<file path="src/rtl/core/rmsprop_element_update_unit_defines.svh">
// assertion helpers for the rmsprop core
`ifndef RMSPROP_ELEMENT_UPDATE_UNIT_DEFINES_SVH
`define RMSPROP_ELEMENT_UPDATE_UNIT_DEFINES_SVH

// same-cycle implication
`define RMSP_ASSERT_IMPL(name, clk, rst, a, c) \
  name: assert property (@(posedge clk) disable iff (rst) (a) |-> (c)) \
    else $error("rmsp assertion failed");

// next-cycle implication
`define RMSP_ASSERT_NEXT(name, clk, rst, a, c) \
  name: assert property (@(posedge clk) disable iff (rst) (a) |=> (c)) \
    else $error("rmsp assertion failed");

`endif

</file>
<file path="src/rtl/core/rmsp_pkg.sv">
`timescale 1ns / 1ps
package rmsp_pkg;

  localparam int ELEMENT_COUNT_DEF = 4096;
  localparam int IDX_W = 12;
  localparam int IDX_SPAN = 1 << IDX_W;
  localparam int CFG_IDX_W = 3;
  localparam int CFG_DATA_W = 16;
  localparam int QUEUE_DEPTH = 2;

  localparam logic [15:0] ALPHA_RESET = 16'd64881;
  localparam logic [15:0] EPS_RESET = 16'd1;
  localparam logic [16:0] ONE_Q16 = 17'd65536;

  typedef enum logic [CFG_IDX_W-1:0] {
    CFG_DECAY_EN    = 3'd0,
    CFG_DECAY_COEFF = 3'd1,
    CFG_MOM_EN      = 3'd2,
    CFG_MOM_COEFF   = 3'd3,
    CFG_ALPHA       = 3'd4,
    CFG_EPSILON     = 3'd5,
    CFG_CENTERED    = 3'd6
  } cfg_idx_t;

  typedef struct packed {
    logic        decay_enable;
    logic [15:0] decay_coeff;
    logic        momentum_enable;
    logic [15:0] momentum_coeff;
    logic [15:0] smoothing_alpha;
    logic [15:0] epsilon;
    logic        centered_mode;
  } cfg_t;

  typedef struct packed {
    logic [IDX_W-1:0]   idx;
    logic signed [31:0] gradient;
    logic signed [31:0] weight;
    logic [15:0]        learning_rate;
  } item_t;

  // round half up, then drop 16 fraction bits
  function automatic logic signed [51:0] rnd16(input logic signed [67:0] x);
    logic signed [67:0] t;
    t = (x + 68'sd32768) >>> 16;
    return t[51:0];
  endfunction

  // {flag, value}
  function automatic logic [32:0] sat32(input logic signed [67:0] x);
    if (x > 68'sd2147483647) begin
      return {1'b1, 32'h7FFF_FFFF};
    end else if (x < -68'sd2147483648) begin
      return {1'b1, 32'h8000_0000};
    end
    return {1'b0, x[31:0]};
  endfunction

endpackage

</file>
<file path="src/rtl/core/rmsp_in_if.sv">
`timescale 1ns / 1ps
interface rmsp_in_if;
  logic               valid;
  logic               ready;
  logic [11:0]        elem_index;
  logic signed [31:0] gradient;
  logic signed [31:0] weight;
  logic [15:0]        learning_rate;

  modport source (output valid, elem_index, gradient, weight, learning_rate, input ready);
  modport sink (input valid, elem_index, gradient, weight, learning_rate, output ready);
endinterface

</file>
<file path="src/rtl/core/rmsp_front.sv">
`timescale 1ns / 1ps
module rmsp_front #(
  parameter int ELEMENT_COUNT = rmsp_pkg::ELEMENT_COUNT_DEF
) (
  input  logic            clk,
  input  logic            rst,
  rmsp_in_if.sink         req,
  output rmsp_pkg::item_t item,
  output logic            item_valid,
  input  logic            item_ready
);

  localparam int MOD_INT = ELEMENT_COUNT > rmsp_pkg::IDX_SPAN ?
                           rmsp_pkg::IDX_SPAN : ELEMENT_COUNT;
  localparam logic [rmsp_pkg::IDX_W:0] MODN = (rmsp_pkg::IDX_W+1)'(MOD_INT);
  localparam int RECIP = (1 << 24) / MOD_INT;
  localparam logic [24:0] RECIP_C = 25'(RECIP);

  logic [36:0]                idx_prod;
  logic [rmsp_pkg::IDX_W:0]   idx_quo;
  logic [25:0]                quo_prod;
  logic [rmsp_pkg::IDX_W:0]   idx_rem;
  logic [rmsp_pkg::IDX_W-1:0] idx_red;

  assign req.ready = !item_valid;

  // index wrap by reciprocal multiply and one correction
  always_comb begin
    idx_prod = {25'd0, req.elem_index} * {12'd0, RECIP_C};
    idx_quo = idx_prod[36:24];
    quo_prod = {13'd0, idx_quo} * {13'd0, MODN};
    idx_rem = {1'b0, req.elem_index} - quo_prod[rmsp_pkg::IDX_W:0];
    idx_red = (idx_rem >= MODN) ? rmsp_pkg::IDX_W'(idx_rem - MODN) :
              idx_rem[rmsp_pkg::IDX_W-1:0];
  end

  always_ff @(posedge clk) begin
    if (rst) begin
      item_valid <= 1'b0;
    end else begin
      if (req.valid && req.ready) begin
        item.idx <= idx_red;
        item.gradient <= req.gradient;
        item.weight <= req.weight;
        item.learning_rate <= req.learning_rate;
        item_valid <= 1'b1;
      end else if (item_valid && item_ready) begin
        item_valid <= 1'b0;
      end
    end
  end

endmodule

</file>
<file path="src/flat_wrapper.sv">
// flat-port wrapper written by rule: the top's interface ports become plain ports
module rmsp_front_flat 
#(
  parameter int ELEMENT_COUNT = rmsp_pkg::ELEMENT_COUNT_DEF
)
  (clk, rst, item, item_valid, item_ready, req_valid, req_elem_index, req_gradient, req_weight, req_learning_rate, req_ready);
  rmsp_in_if req_i ();
  input  logic clk;
  input  logic rst;
  output rmsp_pkg::item_t item;
  output logic item_valid;
  input  logic item_ready;
  input wire logic [$bits(req_i.valid)-1:0] req_valid;
  input wire logic [$bits(req_i.elem_index)-1:0] req_elem_index;
  input wire logic [$bits(req_i.gradient)-1:0] req_gradient;
  input wire logic [$bits(req_i.weight)-1:0] req_weight;
  input wire logic [$bits(req_i.learning_rate)-1:0] req_learning_rate;
  output wire logic [$bits(req_i.ready)-1:0] req_ready;
  assign req_i.valid = req_valid;
  assign req_i.elem_index = req_elem_index;
  assign req_i.gradient = req_gradient;
  assign req_i.weight = req_weight;
  assign req_i.learning_rate = req_learning_rate;
  assign req_ready = req_i.ready;
  rmsp_front #(.ELEMENT_COUNT(ELEMENT_COUNT)) u_core (.clk(clk), .rst(rst), .req(req_i), .item(item), .item_valid(item_valid), .item_ready(item_ready));
endmodule
</file>
<file path="config.mk">
export PLATFORM = sky130hd
export DESIGN_NAME = rmsp_front_flat
export DESIGN_NICKNAME = d
export VERILOG_FILES = /design/src/rtl/core/rmsprop_element_update_unit_defines.svh /design/src/rtl/core/rmsp_pkg.sv /design/src/rtl/core/rmsp_in_if.sv /design/src/rtl/core/rmsp_front.sv /design/src/flat_wrapper.sv
export SDC_FILE = /design/constraint.sdc
export NUM_CORES = 1
export LEC_CHECK = 0
export ABC_AREA = 1
export BUFFER_PORTS_ARGS = -buffer_cell sky130_fd_sc_hd__buf_4
export CAP_MARGIN = 30
export CORE_ASPECT_RATIO = 1.5
export CORE_MARGIN = 2
export CORE_UTILIZATION = 37
export CTS_BUF_LIST = sky130_fd_sc_hd__clkbuf_16
export DETAILED_ROUTE_END_ITERATION = 7
export GPL_TIMING_DRIVEN = 0
export PLACE_DENSITY = 0.75
export SLEW_MARGIN = 20
export SYNTH_ARGS = -nofsm -noshare
export SYNTH_HDL_FRONTEND = slang
export SYNTH_SLANG_ARGS = --single-unit
export TNS_END_PERCENT = 50
</file>
<file path="constraint.sdc">
create_clock -name clk -period 3 [get_ports clk]
set_input_delay 0.6 -clock clk [delete_from_list [all_inputs] [get_ports clk]]
set_output_delay 0.6 -clock clk [all_outputs]
set_load 0.05 [all_outputs]
</file>
# Yosys cells after proc, flatten, opt, wreduce, memory -nomap -nowiden
# Index checks and enable logic that the tools add are counted.
dict set report totals {
  word_cells 16
  register_bits 93
  inputBits 96
  out_inout_bits 94
}
dict set report op_classes {
  n_reduce_logical 5
  add_sub_neg 1
  mux 3
  order_cmp 1
  bitwise 1
}
# cell count
set ops {}
lappend ops {{12-bit by 13-bit greater-or-equal comparator with 1-bit output (second input constant)} 1}
lappend ops {{12-bit two-way mux} 1}
lappend ops {{12-bit by 1-bit subtractor with 12-bit output (second input constant)} 1}
lappend ops {{1-bit logical AND} 2}
lappend ops {{1-bit two-way mux} 2}
lappend ops {{2-bit AND reduction} 1}
lappend ops {{2-bit nonzero test} 1}
lappend ops {{1-bit zero test} 1}
lappend ops {{1-bit NOT} 1}

# Logic depth before layout (Yosys ltp)
dict set report logic_depth {
  depth_word 3
  ltp_mapped 3
}

# Worst setup path before layout
# Ideal clock, no wire load.
dict set report synth_timing {
  kind {input to register}
  from {input port rst}
  to {register u_core.item[0] (netlist name)}
  cell_stages 3
  arrival_time_ns 2.538
  setup_slack_ns 0.016
  t_required_ns 2.554
  setup_time_ns 0.446
  cell_sequence {nor2_1 -> nand2_1 -> inv_1}
}
dict set report synth_between {
  elab_chain_cells 2
}
# item line_no
set synth_lines {}
lappend synth_lines {{start, declared} flat_wrapper.sv:9} ;# input logic rst;
lappend synth_lines {{1-bit NOT (no line)} -}
lappend synth_lines {{2-bit AND reduction (no line)} -}
# Every way passes these cells.
# A chain may end at the register's enable or synchronous reset.

# Worst setup path after layout
dict set report layout_timing {
  from {input port rst}
  to {register u_core.item[9] (netlist name)}
}
dict set report layout_between {
  elab_chain_cells 2
}
# item
set layout_lines {}
lappend layout_lines {{1-bit NOT (no line)}}
lappend layout_lines {{2-bit AND reduction (no line)}}
# Every way passes these cells.

==> impl_summary.txt <==
----------------------------------------------------
[Timing]
  Worst max-slew margin expressed relative to the limit ... 0.649
  Skew final ... approximately 0.0063 ns
  Final critical path time including I/O delays and setup ... 1.67 ns
  Setup repair after global routing missed its margin ... no
  Setup-violating endpoint count in the final report ... 0
  Portion of the clock cycle consumed by the worst path in the final layout ... 0.556
  Maximum operating frequency ... 0.600 GHz
  Final hold slack ... between 0.4 and 0.5 ns
  Final-report max-slew violation count ... 0
  Final Hold Violating Endpoints ... 0
  Actual transition at the worst max-transition pin ... 0.527 ns

[Global route]
  Maximum number of pins on one net before global-route repair ... 50
  Congestion Overflow GR ... 0
  Vias in the first global route ... 1797
  Antenna violations before repair ... 0
  Aggregate global-route resource usage ... 0.156
  First-pass GRT wire length ... 9.04 mm

[Die]
  Overall die area ... approximately 8300 um^2
  I/O pin count ... 190
  Placeable core area ... 7510 um^2
  Std-Cell Rows ... 39
  Die X ... 75.2 um
  Initial Util ... 0.374
  Chip height ... ~110 um

[Layout]
  Number of nets in the finished design ... 398
  Layout cell share with drive strength beyond 1 ... 0.674
  Non-Filler Instances ... 409
  Number of antenna cells inserted ... 0
  Synthesis-to-finish area growth ... 68.7%

[Synth]
  Area share of the leading cell type in the synthesized netlist ... 0.982
  Mean instance size in the synthesized netlist ... around 28 um^2
  Netlist Area Pre-Place ... approximately 2800 um^2
  Most frequent cell after synthesis ... edfxtp_1
  Commonest register cell after synthesis ... edfxtp_1
  Number of flops mapped to enable cells by yosys ... 92
  Dominant cells by area after synthesis ... edfxtp_1 (98%), dfxtp_1 (0.71%), inv_1 (0.53%)
  Number of library cell types mapped by synthesis ... 6
  Cell type contributing the most total cell area after synthesis ... edfxtp_1
  Number of warnings printed during yosys synthesis ... 0
  Gate count of the mapped netlist ... 101
  Post-Syn Nets ... 197
  Share of synthesized registers carrying an async set or reset ... 0
  Fraction of the yosys area taken by sequential cells ... 0.989
  Total of flip-flops plus latches after synthesis ... 93
  Top post-synthesis cells by count ... edfxtp_1 (92), inv_1 (4), nand2_1 (2)

[Clocking]
  Insertion delay of the later-clocked pin in the worst-skew pair ... 0.34 ns
  CTS buffer count ... 9
  Master cell of the clock root buffer ... clkbuf_16
  Quantity of gates resized following cts ... 0
  Number of post-CTS setup repair buffers ... 0
  Clock tree from TritonCTS ... done
  Maximum buffer depth of the clock tree ... 2
  Clock transition at the registers of the reported paths ... roughly 0.060 ns
  CTS H-tree depth ... 3
  Number of sinks driven by the clock tree ... 93
  Hold buffer count at CTS ... 0

[Worst hold path]
  Hold crit path type ... in2reg

[Setup path]
  Worst setup path endpoint ... u_core.item[9]$_DFFE_PP_
  Biggest cell delay along the critical path ... between 0.4 and 0.5 ns
  Cell count along the critical path ... 5
  Delay-heaviest family, CP ... buffers and inverters
  Critical path origin ... rst
  Data arrival time of the worst path ... 1.69 ns
  Startpoint type of the worst setup path ... primary input
  Largest fanout on the critical path ... 49
  Critical-path cell list ... buf_4 > nor2_1 > nand2_1 > inv_4 > buf_12
  Critical path start-end classification ... in2reg
  Depth of the most critical reg-to-reg path ... 4
  Critical path data required time ... 3.02 ns
  Worst flop-to-flop path startpoint ... u_core.item_valid$_SDFFE_PP0P_
  Crit path capture type ... flip-flop
  Count of buffer and inverter cells on the critical path ... 3
  Capturing point of the worst reg2reg path ... u_core.item[9]$_DFFE_PP_
  Slowest stage cell, crit path ... inv_4
  Reg-to-reg slack, setup ... 1.35 ns

[Outcome]
  Status ... finished clean

[Placed design]
  Final weighted congestion in routability-driven placement ... around 0.70
  HPWL reported at the end of detailed placement ... 4.63 mm
  Number of cells in the design after placement ... 393
  Number of I/O port buffers ... about 190

[Detailed routing]
  Vias post-DR ... approximately 1700
  Detailed-route wire length ... ~6.2 mm
  TritonRoute pass-1 iters ... 4
  DR vias/cell ... around 4.2
  Starting DRT DRC Count ... between 100 and 150
  Average wire per cell in the routed design ... between 15 and 20 um
  Number of DRC violations after detailed routing ... 0
  Final antenna-violating net count ... 0

[Power]
  Post-layout power ... 0.00325 W
  Leakage component of the power ... roughly 2 nW
  Power density over the cells ... between 600 and 700 nW/um^2
  Peak supply drop ... about 0.5 mV

[Job]
  Number of maximum-capacitance constraint violations ... 0

----------------------------------------------------
## registers in the layout (all words and copies together), names as in the netlist
register	cells
u_core.item	92
u_core.item_valid	1
## through the flow
stage | instance area [um^2] | util | worst slack [ns] | TNS [ns]
6_report | 4750 | 0.632 | 1.33 | 0
2_1_floorplan | 2810 | - | 0.0161 | 0
3_3_place_gp | 4360 | 0.580 | -0.641 | -58.65
5_1_grt | 4750 | 0.632 | 1.16 | 0
4_1_cts | 4750 | 0.632 | 1.32 | 0
3_5_place_dp | 4380 | 0.583 | 0.957 | 0
## layout by cell type (no fill, tap or decap)
cell        netlist  routed
clkbuf_16         0       9
clkinvlp_4        0       1
dfxtp_1           1       1
bufinv_16         0       4
clkinv_2          0       2
edfxtp_1         92      92
nand3_1           1       1
nand2_1           2       2
inv_4             0       1
buf_4             0     189
nor2_1            1       1
inv_1             4       3
buf_12            0       1
## final cells by class
| type | instances | area (um^2) |
|---|---|---|
| well taps | 102 | 128 |
| inverters | 4 | 17.5 |
| repair buffers | 190 | 1440 |
| fillers | 589 | 2770 |
| clock buffers | 9 | 225 |
| multi-input cells | 4 | 16.3 |
| flip-flops and latches | 93 | 2780 |
| clock inverters | 7 | 138 |
## how the worst min path moves through the flow
| stage | startpoint | to | slack, ns | cells after the start |
|---|---|---|---|---|
| after CTS | req_gradient[12] | u_core.item[60]$_DFFE_PP_ | 0.42 | 1 |
| after global placement | u_core.item_valid$_SDFFE_PP0P_ | u_core.item_valid$_SDFFE_PP0P_ | 0.49 | 2 |
| final | req_gradient[31] | u_core.item[79]$_DFFE_PP_ | 0.43 | 1 |
| after floorplan | req_learning_rate[0] | u_core.item[0]$_DFFE_PP_ | 0.70 | 0 |
| after global routing | req_gradient[31] | u_core.item[79]$_DFFE_PP_ | 0.41 | 1 |
| after detailed placement | u_core.item_valid$_SDFFE_PP0P_ | u_core.item_valid$_SDFFE_PP0P_ | 0.49 | 2 |
## report_power, final
part	internal (W)	switching, W
clock	0.000894	0.000441
sequential	0.00150	0.0000151
combinational	0.000145	0.000252
total	0.00254	0.000709
## metal layers
layer / global-route usage / wire length [um] / vias to the layer above
li1: - / - / 799
met1: 0.161 / 1960 / 821
met2: 0.261 / 3610 / 87
met3: 0.0545 / 487 / 10
met4: 0.0912 / 151 / 0
met5: 0 / 0 / -
## cell families after synthesis
| kind of cell | after synthesis | share of synthesized area |
|---|---|---|
| buffers and inverters | 4 | 0.00533 |
| DFF | 93 | 0.989 |
| and+or+nand+nor | 4 | 0.00578 |
No activity file was read; power rests on OpenSTA's default activity.
