$ cat src/rtl/core/rmsprop_element_update_unit_defines.svh
// assertion helpers for the rmsprop core
`ifndef RMSPROP_ELEMENT_UPDATE_UNIT_DEFINES_SVH
`define RMSPROP_ELEMENT_UPDATE_UNIT_DEFINES_SVH

// same-cycle implication
`define RMSP_ASSERT_IMPL(name, clk, rst, a, c) \
  name: assert property (@(posedge clk) disable iff (rst) (a) |-> (c)) \
    else $error("rmsp assertion failed");

// next-cycle implication
`define RMSP_ASSERT_NEXT(name, clk, rst, a, c) \
  name: assert property (@(posedge clk) disable iff (rst) (a) |=> (c)) \
    else $error("rmsp assertion failed");

`endif

$ cat src/rtl/core/rmsp_pkg.sv
`timescale 1ns / 1ps
package rmsp_pkg;

  localparam int ELEMENT_COUNT_DEF = 4096;
  localparam int IDX_W = 12;
  localparam int IDX_SPAN = 1 << IDX_W;
  localparam int CFG_IDX_W = 3;
  localparam int CFG_DATA_W = 16;
  localparam int QUEUE_DEPTH = 2;

  localparam logic [15:0] ALPHA_RESET = 16'd64881;
  localparam logic [15:0] EPS_RESET = 16'd1;
  localparam logic [16:0] ONE_Q16 = 17'd65536;

  typedef enum logic [CFG_IDX_W-1:0] {
    CFG_DECAY_EN    = 3'd0,
    CFG_DECAY_COEFF = 3'd1,
    CFG_MOM_EN      = 3'd2,
    CFG_MOM_COEFF   = 3'd3,
    CFG_ALPHA       = 3'd4,
    CFG_EPSILON     = 3'd5,
    CFG_CENTERED    = 3'd6
  } cfg_idx_t;

  typedef struct packed {
    logic        decay_enable;
    logic [15:0] decay_coeff;
    logic        momentum_enable;
    logic [15:0] momentum_coeff;
    logic [15:0] smoothing_alpha;
    logic [15:0] epsilon;
    logic        centered_mode;
  } cfg_t;

  typedef struct packed {
    logic [IDX_W-1:0]   idx;
    logic signed [31:0] gradient;
    logic signed [31:0] weight;
    logic [15:0]        learning_rate;
  } item_t;

  // round half up, then drop 16 fraction bits
  function automatic logic signed [51:0] rnd16(input logic signed [67:0] x);
    logic signed [67:0] t;
    t = (x + 68'sd32768) >>> 16;
    return t[51:0];
  endfunction

  // {flag, value}
  function automatic logic [32:0] sat32(input logic signed [67:0] x);
    if (x > 68'sd2147483647) begin
      return {1'b1, 32'h7FFF_FFFF};
    end else if (x < -68'sd2147483648) begin
      return {1'b1, 32'h8000_0000};
    end
    return {1'b0, x[31:0]};
  endfunction

endpackage

$ cat src/rtl/core/rmsp_queue.sv
`timescale 1ns / 1ps
module rmsp_queue (
  input  logic            clk,
  input  logic            rst,
  input  rmsp_pkg::item_t push_data,
  input  logic            push_valid,
  output logic            push_ready,
  output rmsp_pkg::item_t pop_data,
  output logic            pop_valid,
  input  logic            pop_ready
);

  localparam int PW = rmsp_pkg::QUEUE_DEPTH > 1 ? $clog2(rmsp_pkg::QUEUE_DEPTH) : 1;
  localparam int CW = $clog2(rmsp_pkg::QUEUE_DEPTH + 1);

  rmsp_pkg::item_t slots [rmsp_pkg::QUEUE_DEPTH];
  logic [PW-1:0] wr_ptr;
  logic [PW-1:0] rd_ptr;
  logic [CW-1:0] count;
  logic          do_push;
  logic          do_pop;

  assign push_ready = count != CW'(rmsp_pkg::QUEUE_DEPTH);
  assign pop_valid = count != '0;
  assign pop_data = slots[rd_ptr];
  assign do_push = push_valid && push_ready;
  assign do_pop = pop_valid && pop_ready;

  always_ff @(posedge clk) begin
    if (do_push) begin
      slots[wr_ptr] <= push_data;
    end
  end

  always_ff @(posedge clk) begin
    if (rst) begin
      wr_ptr <= '0;
      rd_ptr <= '0;
      count <= '0;
    end else begin
      if (do_push) begin
        wr_ptr <= (wr_ptr == PW'(rmsp_pkg::QUEUE_DEPTH - 1)) ? '0 : wr_ptr + PW'(1);
      end
      if (do_pop) begin
        rd_ptr <= (rd_ptr == PW'(rmsp_pkg::QUEUE_DEPTH - 1)) ? '0 : rd_ptr + PW'(1);
      end
      if (do_push && !do_pop) begin
        count <= count + CW'(1);
      end else if (do_pop && !do_push) begin
        count <= count - CW'(1);
      end
    end
  end

endmodule

$ cat config.mk
export PLATFORM = sky130hd
export DESIGN_NAME = rmsp_queue
export DESIGN_NICKNAME = d
export VERILOG_FILES = /design/src/rtl/core/rmsprop_element_update_unit_defines.svh /design/src/rtl/core/rmsp_pkg.sv /design/src/rtl/core/rmsp_queue.sv
export SDC_FILE = /design/constraint.sdc
export NUM_CORES = 1
export LEC_CHECK = 0
export BUFFER_PORTS_ARGS = -buffer_cell sky130_fd_sc_hd__buf_2
export CORE_ASPECT_RATIO = 0.5
export CORE_MARGIN = 2
export CORE_UTILIZATION = 34
export DETAILED_ROUTE_END_ITERATION = 12
export REMOVE_ABC_BUFFERS = 1
export SYNTH_ARGS = -nofsm -noshare
export SYNTH_HDL_FRONTEND = slang
export SYNTH_SLANG_ARGS = --single-unit
$ cat constraint.sdc
create_clock -name clk -period 9.9 [get_ports clk]
set_input_delay 0.495 -clock clk [delete_from_list [all_inputs] [get_ports clk]]
set_output_delay 0.495 -clock clk [all_outputs]
set_load 0.01 [all_outputs]
Word-level counts from Yosys, hierarchy flattened:

Memories as Yosys holds them, arrays and structs flattened. A register that Yosys moved wholly into a read port is not among the register bits.
Cells that the tools add are included.
W data, S select, Z words.

* $add $sub $neg: 4
* equality and inequality tests: 1
* multiplexer cells: 8
* reductions and logical operators: 8

Operators with widths (number)
* $mux W1: 6
* $logic_and A1 B1 Y1: 4
* $mux W2: 2
* $reduce_bool A2 Y1: 2
* $add A1 B1 Y1 const B: 2
* $add A2 B1 Y2 const B: 1
* $logic_not A1 Y1: 2
* $ne A2 B2 Y1 const B: 1
* $sub A2 B1 Y2 const B: 1

* flip-flop bits (word level): 4
* bits in writable memories: 184
* bits of input ports: 96
* output and inout port bits: 94
* word-level logic and storage cells: 25
* memories kept: 1

Memory list
* slots: words 2, bits a word 92, read ports 1, clocked after Yosys merged registers in 1, write ports 1, line rmsp_queue.sv:16 `rmsp_pkg::item_t slots [rmsp_pkg::QUEUE_DEPTH];`

Logic depth before layout (Yosys ltp):

Gate-level depths: netlist (run 1).

* word-level depth: 6
* mapped depth: 6
* depth with buffers taken out: 6

Least setup slack after synthesis (run 1):

Ideal clock, no wire load.

* path type: register -> register
* start point: reg count[0]
* end point: mem slots[1][0] (netlist bit) (enable)
* library setup time: 0.461 ns
* data arrival time: 2.824 ns
* data required time: 9.439 ns
* setup slack: 6.614 ns
* cell stages (with the launch flop): 3
* buffers on the path: 0
* clock period less this slack: 3.286 ns
* cells stage by stage: dfxtp_1 -> nand2b_1 -> and3_1

* word-level cells in the longest chain between the ends: 4

RTL lines
* from (decl): line rmsp_queue.sv:19 `logic [CW-1:0] count;`
* from (signal assigned): line rmsp_queue.sv:48 `count <= count + CW'(1);`
* from (signal assigned): line rmsp_queue.sv:50 `count <= count - CW'(1);`
* $ne A2 B2 Y1: line rmsp_queue.sv:23 `assign push_ready = count != CW'(rmsp_pkg::QUEUE_DEPTH);`
* named net push_ready: line rmsp_queue.sv:7 `output logic push_ready,`
* $logic_and A1 B1 Y1: line rmsp_queue.sv:26 `assign do_push = push_valid && push_ready;`
* $mux W1: line rmsp_queue.sv:30 `if (do_push) begin`
* $mux W1 (implied by the code): line rmsp_queue.sv:31 `slots[wr_ptr] <= push_data;`
* to (decl): line rmsp_queue.sv:16

The timed path passes the listed nets, and every way through them passes these cells.

==> impl_metrics.toml, run 1 <==
[drt]
vias_per_cell = 4.435
drtIter0Drc = 213
vias = 3508
ant_nets = 0
wl_per_cell_um = 17.23
totalWireLength_um = 13630
dr.pass1.iters = 4
route.detailed.drc = 0

[synthesis]
synth_top_area_share = 0.8023
yosysTopAreaCell = "edfxtp_1"
syn-cell-area_um2 = 6887
synth-edff-count = 184
synth_seq_area_share = 0.8169
syn-instance-count = 310
synth_cell_types = 19
ys_top_cells_by_count = "184 x edfxtp_1, 92 x mux2_2, 8 x buf_6, 5 x dfxtp_1"
syn_area_per_cell_um2 = 22.21
ys.flop_type = "edfxtp_1"
ys_seq_elements = 189
ys_async_sr_fraction = 0
yosys-top-cells-area = "edfxtp_1 80%, mux2_2 15%, dfxtp_1 1.5%"
yosysMostFrequentCell = "edfxtp_1"
yosys_warnings = 0

[finish]
fin_area_um2 = 8721
finalNetCount = 608
num-fill-cells = 1776
utilization = 0.4441
drive_above_1_share = 0.6080
synthToLayoutAreaGrowth_pct = 26.64

[global_route]
met1_usage = 0.1467
grt_pass1_wl_um = 20630
met3_usage = 0.03837
grtUsageMet2 = 0.2338
top_usage_layer = "met2"
grt_max_degree = 63
antenna_found_initial = 2
grt_pass1_vias = 3689
grt-ovfl-total = 0
grt_usage = 0.1299

[clock_tree]
post-cts-setup-buffer-count = 0
hold_buffers = 0
cts_tree = "done"
path_clk_slew_ns = 0.07
ctsResizeCount = 0
cts_made_buffers = 17
htreeDepth = 4
cts_sinks = 189
clk_latency_ns = 0.42
cts_buffer_depth = 2
clockRootBuffer = "clkbuf_16"

[timing]
rsz0062_at_grt = "no"
holdWs_ns = 0.2578
finalHoldViolations = 0
maxSlewHeadroom = 0.4396
finalMaxSlewViolations = 0
fin_setup_tns_ns = 0
worstMarginPinSlew_ns = 0.8406
timing.final.crit_share = 0.2967
setup_viol = 0
period_minus_slack_ns = 2.937
fin_skew_ns = 0.006545
fmax_mhz = 340.5

[setup_path]
r2r-start = "count[0]$_SDFFE_PP0P_"
reg2reg_to = "slots[0][68]$_DFFE_PP_"
reg2reg_depth = 4
r2r_setup_slack_ns = 7.53
cp.required_ns = 9.41
worstSetupEndpointType = "primary output"
cp.arrival_ns = 2.44
crit_fanout = 62
start_kind = "flip-flop"
cp.buffers_inverters = 2
cpPeakStageDelay_ns = 0.76
crit_type = "flip-flop to primary output"
worstPathCellList = "buf_4 > mux2_2 > buf_2"
cpLargestDelayFamily = "buffers and inverters"
cpMaxStageDelayCell = "buf_4"

[job]
maxCapViolCount = 0

[power_and_ir_drop]
vdd_drop_max_mv = 0.1249
report.power.total_mw = 2.248
power_density_nw_per_um2 = 257.8
p_leak_nw = 3.203

[hold_path]
hold_start = "push_data[27]"
hold_path.class = "input pin to flip-flop"
min_to = "slots[1][27]$_DFFE_PP_"
holdPathStages = 1

[die]
start_util = 0.3507
core_area_um2 = 19640
die_w_um = 205.3
die_h_um = 104.6
fp.dieArea_um2 = 21480
rows = 36
ioPinCount = 190

[place]
place_area_um2 = 8097
io_buffers = 189
dp_hpwl_um = 8849
gp_congestion = 0.7242

[outcome]
status = "complete, no violations"
## layout make-up
class	instances	area (um^2)	share of cell area
sequential	189	5629	0.6455
multi-input combinational	110	1160	0.1330
timing repair buffer	192	968.4	0.1110
clock buffer	17	425.4	0.04878
tap	266	332.8	0.03816
clock inverter	14	193.9	0.02224
inverter	1	6.256	0.0007174
antenna	2	5.005	0.0005739
## worst max-delay path by stage
stage                                  endpoint  slack, ns  depth (start not counted)
after global routing               pop_data[39]       6.76                          3
after global placement             pop_data[39]       7.32                          3
after CTS                          pop_data[39]       6.84                          3
final                              pop_data[39]       6.96                          3
after detailed placement           pop_data[39]       7.31                          3
after floorplan           slots[1][0]$_DFFE_PP_       6.61                          2
## report_power, final
part	total, mW	internal [mW]	switching, mW
clock network	0.712	0.422	0.289
logic	0.495	0.232	0.263
registers	1.04	1.00	0.0410
## worst reg2reg max path, cell delays in order, from the launching register on
cell,delay (ns)
dfxtp_1,0.40
nand2b_1,0.22
nand3b_1,0.16
inv_4,0.38
buf_4,0.81
## metrics by stage
| stage | instances | setup slack [ns] |
|---|---|---|
| floorplan | 300 | 6.614 |
| CTS | 789 | 6.843 |
| finish | 791 | 6.963 |
| detailed placement | 758 | 7.309 |
| global route | 791 | 6.759 |
| global placement | 758 | 7.318 |
## sequential cells by signal (all words and copies together) (netlist names), named ones only
| register | flops |
|---|---|
| wr_ptr | 1 |
| count | 2 |
| slots | 184 |
| rd_ptr | 1 |
## cell families after synthesis
family | count (synthesis) | share of synthesized area
AND/OR/NAND/NOR | 9 | 0.007271
flip-flops | 189 | 0.8169
buffers and inverters | 11 | 0.01544
multiplexers | 92 | 0.1504
XOR/XNOR | 3 | 0.003816
AO/OA/AOI/OAI | 5 | 0.004361
adder cells (fa/ha/maj) | 1 | 0.001817
## layer usage
layer	part of all wire	vias up
met5	0	-
met4	0.013	0
met3	0.029	11
met2	0.56	49
met1	0.40	1809
li1	-	1639
## cells in the final DEF, fill, tap and decap left out
| cell type | netlist | final |
|---|---|---|
| or2_2 | 1 | 1 |
| clkinvlp_4 | 0 | 3 |
| or3_1 | 1 | 1 |
| o21ai_0 | 2 | 2 |
| nand2b_1 | 1 | 1 |
| edfxtp_1 | 184 | 184 |
| inv_6 | 0 | 2 |
| inv_4 | 0 | 1 |
| xor2_1 | 3 | 3 |
| mux2_2 | 92 | 92 |
| a21bo_2 | 1 | 1 |
| bufinv_16 | 0 | 4 |
| a21oi_1 | 2 | 2 |
| clkinv_4 | 0 | 3 |
| nand3b_1 | 1 | 1 |
| nor2_1 | 3 | 3 |
| diode_2 | 0 | 2 |
| clkbuf_16 | 0 | 17 |
| dfxtp_4 | 0 | 1 |
| buf_4 | 1 | 3 |
| ha_1 | 1 | 1 |
| and3_4 | 0 | 1 |
| buf_2 | 1 | 189 |
| dfxtp_1 | 5 | 4 |
| clkinv_1 | 0 | 2 |
| and2_1 | 1 | 1 |
No activity file was read; power rests on OpenSTA's default activity.
==> inputs of run 2 (changes only) <==
==> constraint.sdc (replaced) <==
create_clock -name clk -period 2.6 [get_ports clk]
set_input_delay 0.13 -clock clk [delete_from_list [all_inputs] [get_ports clk]]
set_output_delay 0.13 -clock clk [all_outputs]
set_load 0.01 [all_outputs]
==> impl_metrics.toml, run 2 (synthesized netlist as in run 1, its figures left out) <==
[global_route]
grt_usage = 0.1324
grt_pass1_vias = 4170
grt_pass1_wl_um = 21500
antenna_found_initial = 1
grt-ovfl-total = 0
grt_max_degree = 93

[power_and_ir_drop]
vdd_drop_max_mv = 0.5321
p_leak_nw = 3.616
p_seq_frac = 0.457
power_density_nw_per_um2 = 893.0
swShare = 0.2743
combPwrFrac = 0.238
power.share.clock = 0.305
p_int_mw = 6.278
report.power.total_mw = 8.651
p_sw_mw = 2.373

[setup_path]
cpPeakStageDelay_ns = 0.60
cp.arrival_ns = 1.90
cpMaxStageDelayCell = "dfxtp_4"
crit_type = "flip-flop to primary output"
worstSetupEndpointType = "primary output"
worstPathCellList = "buf_4 > mux2_2 > buf_2"
crit_fanout = 27
cp.required_ns = 2.47
start_kind = "flip-flop"
cp.buffers_inverters = 2
cpLargestDelayFamily = "flip-flops"

[place]
pre_cts_ws_ns = 0.8837
gp_congestion = 0.7076
dp_cells = 760
dp_hpwl_um = 8619
io_buffers = 189

[die]
ioPinCount = 190
start_util = 0.3507
die_h_um = 104.6
core_area_um2 = 19640
die_w_um = 205.3
fp.dieArea_um2 = 21480
rows = 36

[drt]
dr.pass1.iters = 5
wl_per_cell_um = 15.71
drtIter0Drc = 192
totalWireLength_um = 13920
vias = 3879
vias_per_cell = 4.378
route.detailed.drc = 0
ant_nets = 0

[finish]
largest_register_ff_count = 184
layout.cells.non_filler = 886
drive_above_1_share = 0.5202
final_cell_mix = "189 x buf_2, 184 x edfxtp_1, 93 x dlygate4sd3_1"
multi_input_area_um2 = 1160
top_register = "slots"
synthToLayoutAreaGrowth_pct = 40.66
final_common_cell = "buf_2"
register_area_um2 = 5629
top_regs = "slots x184, count x2"
num-fill-cells = 1685
finalNetCount = 703

[timing]
timing.final.crit_share = 0.7820
finalMaxSlewViolations = 0
setup_viol = 0
worstMarginPinSlew_ns = 0.5474
finalHoldViolations = 0
period_minus_slack_ns = 2.033
maxSlewHeadroom = 0.6351
setup_ws_ns = 0.5668
fin_skew_ns = 0.008931
fin_setup_tns_ns = 0
fmax_mhz = 491.8
holdWs_ns = 0.04514
rsz0062_at_grt = "no"

[job]
maxCapViolCount = 0

[clock_tree]
htreeDepth = 4
clk_latency_ns = 0.42
ctsResizeCount = 0
cts_made_buffers = 17
cts_tree = "done"
path_clk_slew_ns = 0.07
cts_sinks = 189
cts_buffer_depth = 2
clockRootBuffer = "clkbuf_16"

[outcome]
status = "complete, no violations"

[hold_path]
hold_path.class = "input pin to flip-flop"
run 2: cell count changes in the layout (fill, tap and decap cells not counted):
cell	before	now
buf_12	0	3
buf_4	3	2
bufinv_16	4	2
clkinv_1	2	1
clkinv_2	0	1
clkinv_4	3	1
clkinv_8	0	1
clkinvlp_4	3	1
diode_2	2	1
dlygate4sd3_1	0	93
inv_6	2	5
inv_8	0	3
run 2: worst reg2reg max path, cell delays in order (launching register included):
cell	delay [ns]
dfxtp_1	0.40
nand2b_1	0.22
nand3b_1	0.17
inv_4	0.09
buf_12	0.42
run 2: power by group through the flow:
stage | clock network, mW | logic [mW] | registers, mW
after floorplan | 0 | 1.11 | 4.09
after global placement | 0 | 1.97 | 4.01
after detailed placement | 0 | 1.99 | 4.03
after CTS | 2.72 | 2.11 | 3.96
after global routing | 2.84 | 2.22 | 4.00
final | 2.64 | 2.06 | 3.95
run 2: per-layer routing:
layer	global-route usage	share of wire
met1	0.1448	0.39
met2	0.2452	0.55
met3	0.03026	0.030
met4	0.05755	0.021
met5	0	0
run 2: cell type report:
cell class	instances	area share
Antenna cell	1	0.0002583
Clock buffer	17	0.04392
Clock inverter	15	0.01847
Inverter	1	0.0006458
Multi-Input combinational cell	110	0.1197
Sequential cell	189	0.5811
Tap cell	266	0.03436
Timing Repair Buffer	287	0.2015
run 2: repair_timing:
action,in CTS,in global routing
setup endpoints to repair,0,0
buffers inserted,0,0
hold buffers,93,0
endpoints found under the hold margin,189,0
run 2: metrics by stage:
| stage | utilization | instance area (um^2) |
|---|---|---|
| after CTS | 0.4931 | 9684 |
| after detailed placement | 0.4149 | 8149 |
| after global routing | 0.4932 | 9687 |
| after global placement | 0.4149 | 8149 |
| final | 0.4932 | 9687 |
| after floorplan | - | 6784 |
run 2: path summary, 6_finish.rpt:
kind	from	end	slack (ns)	depth (start not counted)
worst max register to register	count[0]$_SDFFE_PP0P_	slots[0][55]$_DFFE_PP_	0.89	4
worst max-delay path	flip-flop	pop_data[39]	0.57	3
worst min-delay path	push_valid	wr_ptr$_SDFFE_PP0P_	0.05	3
worst min register to register	rd_ptr$_SDFFE_PP0P_	rd_ptr$_SDFFE_PP0P_	0.52	2
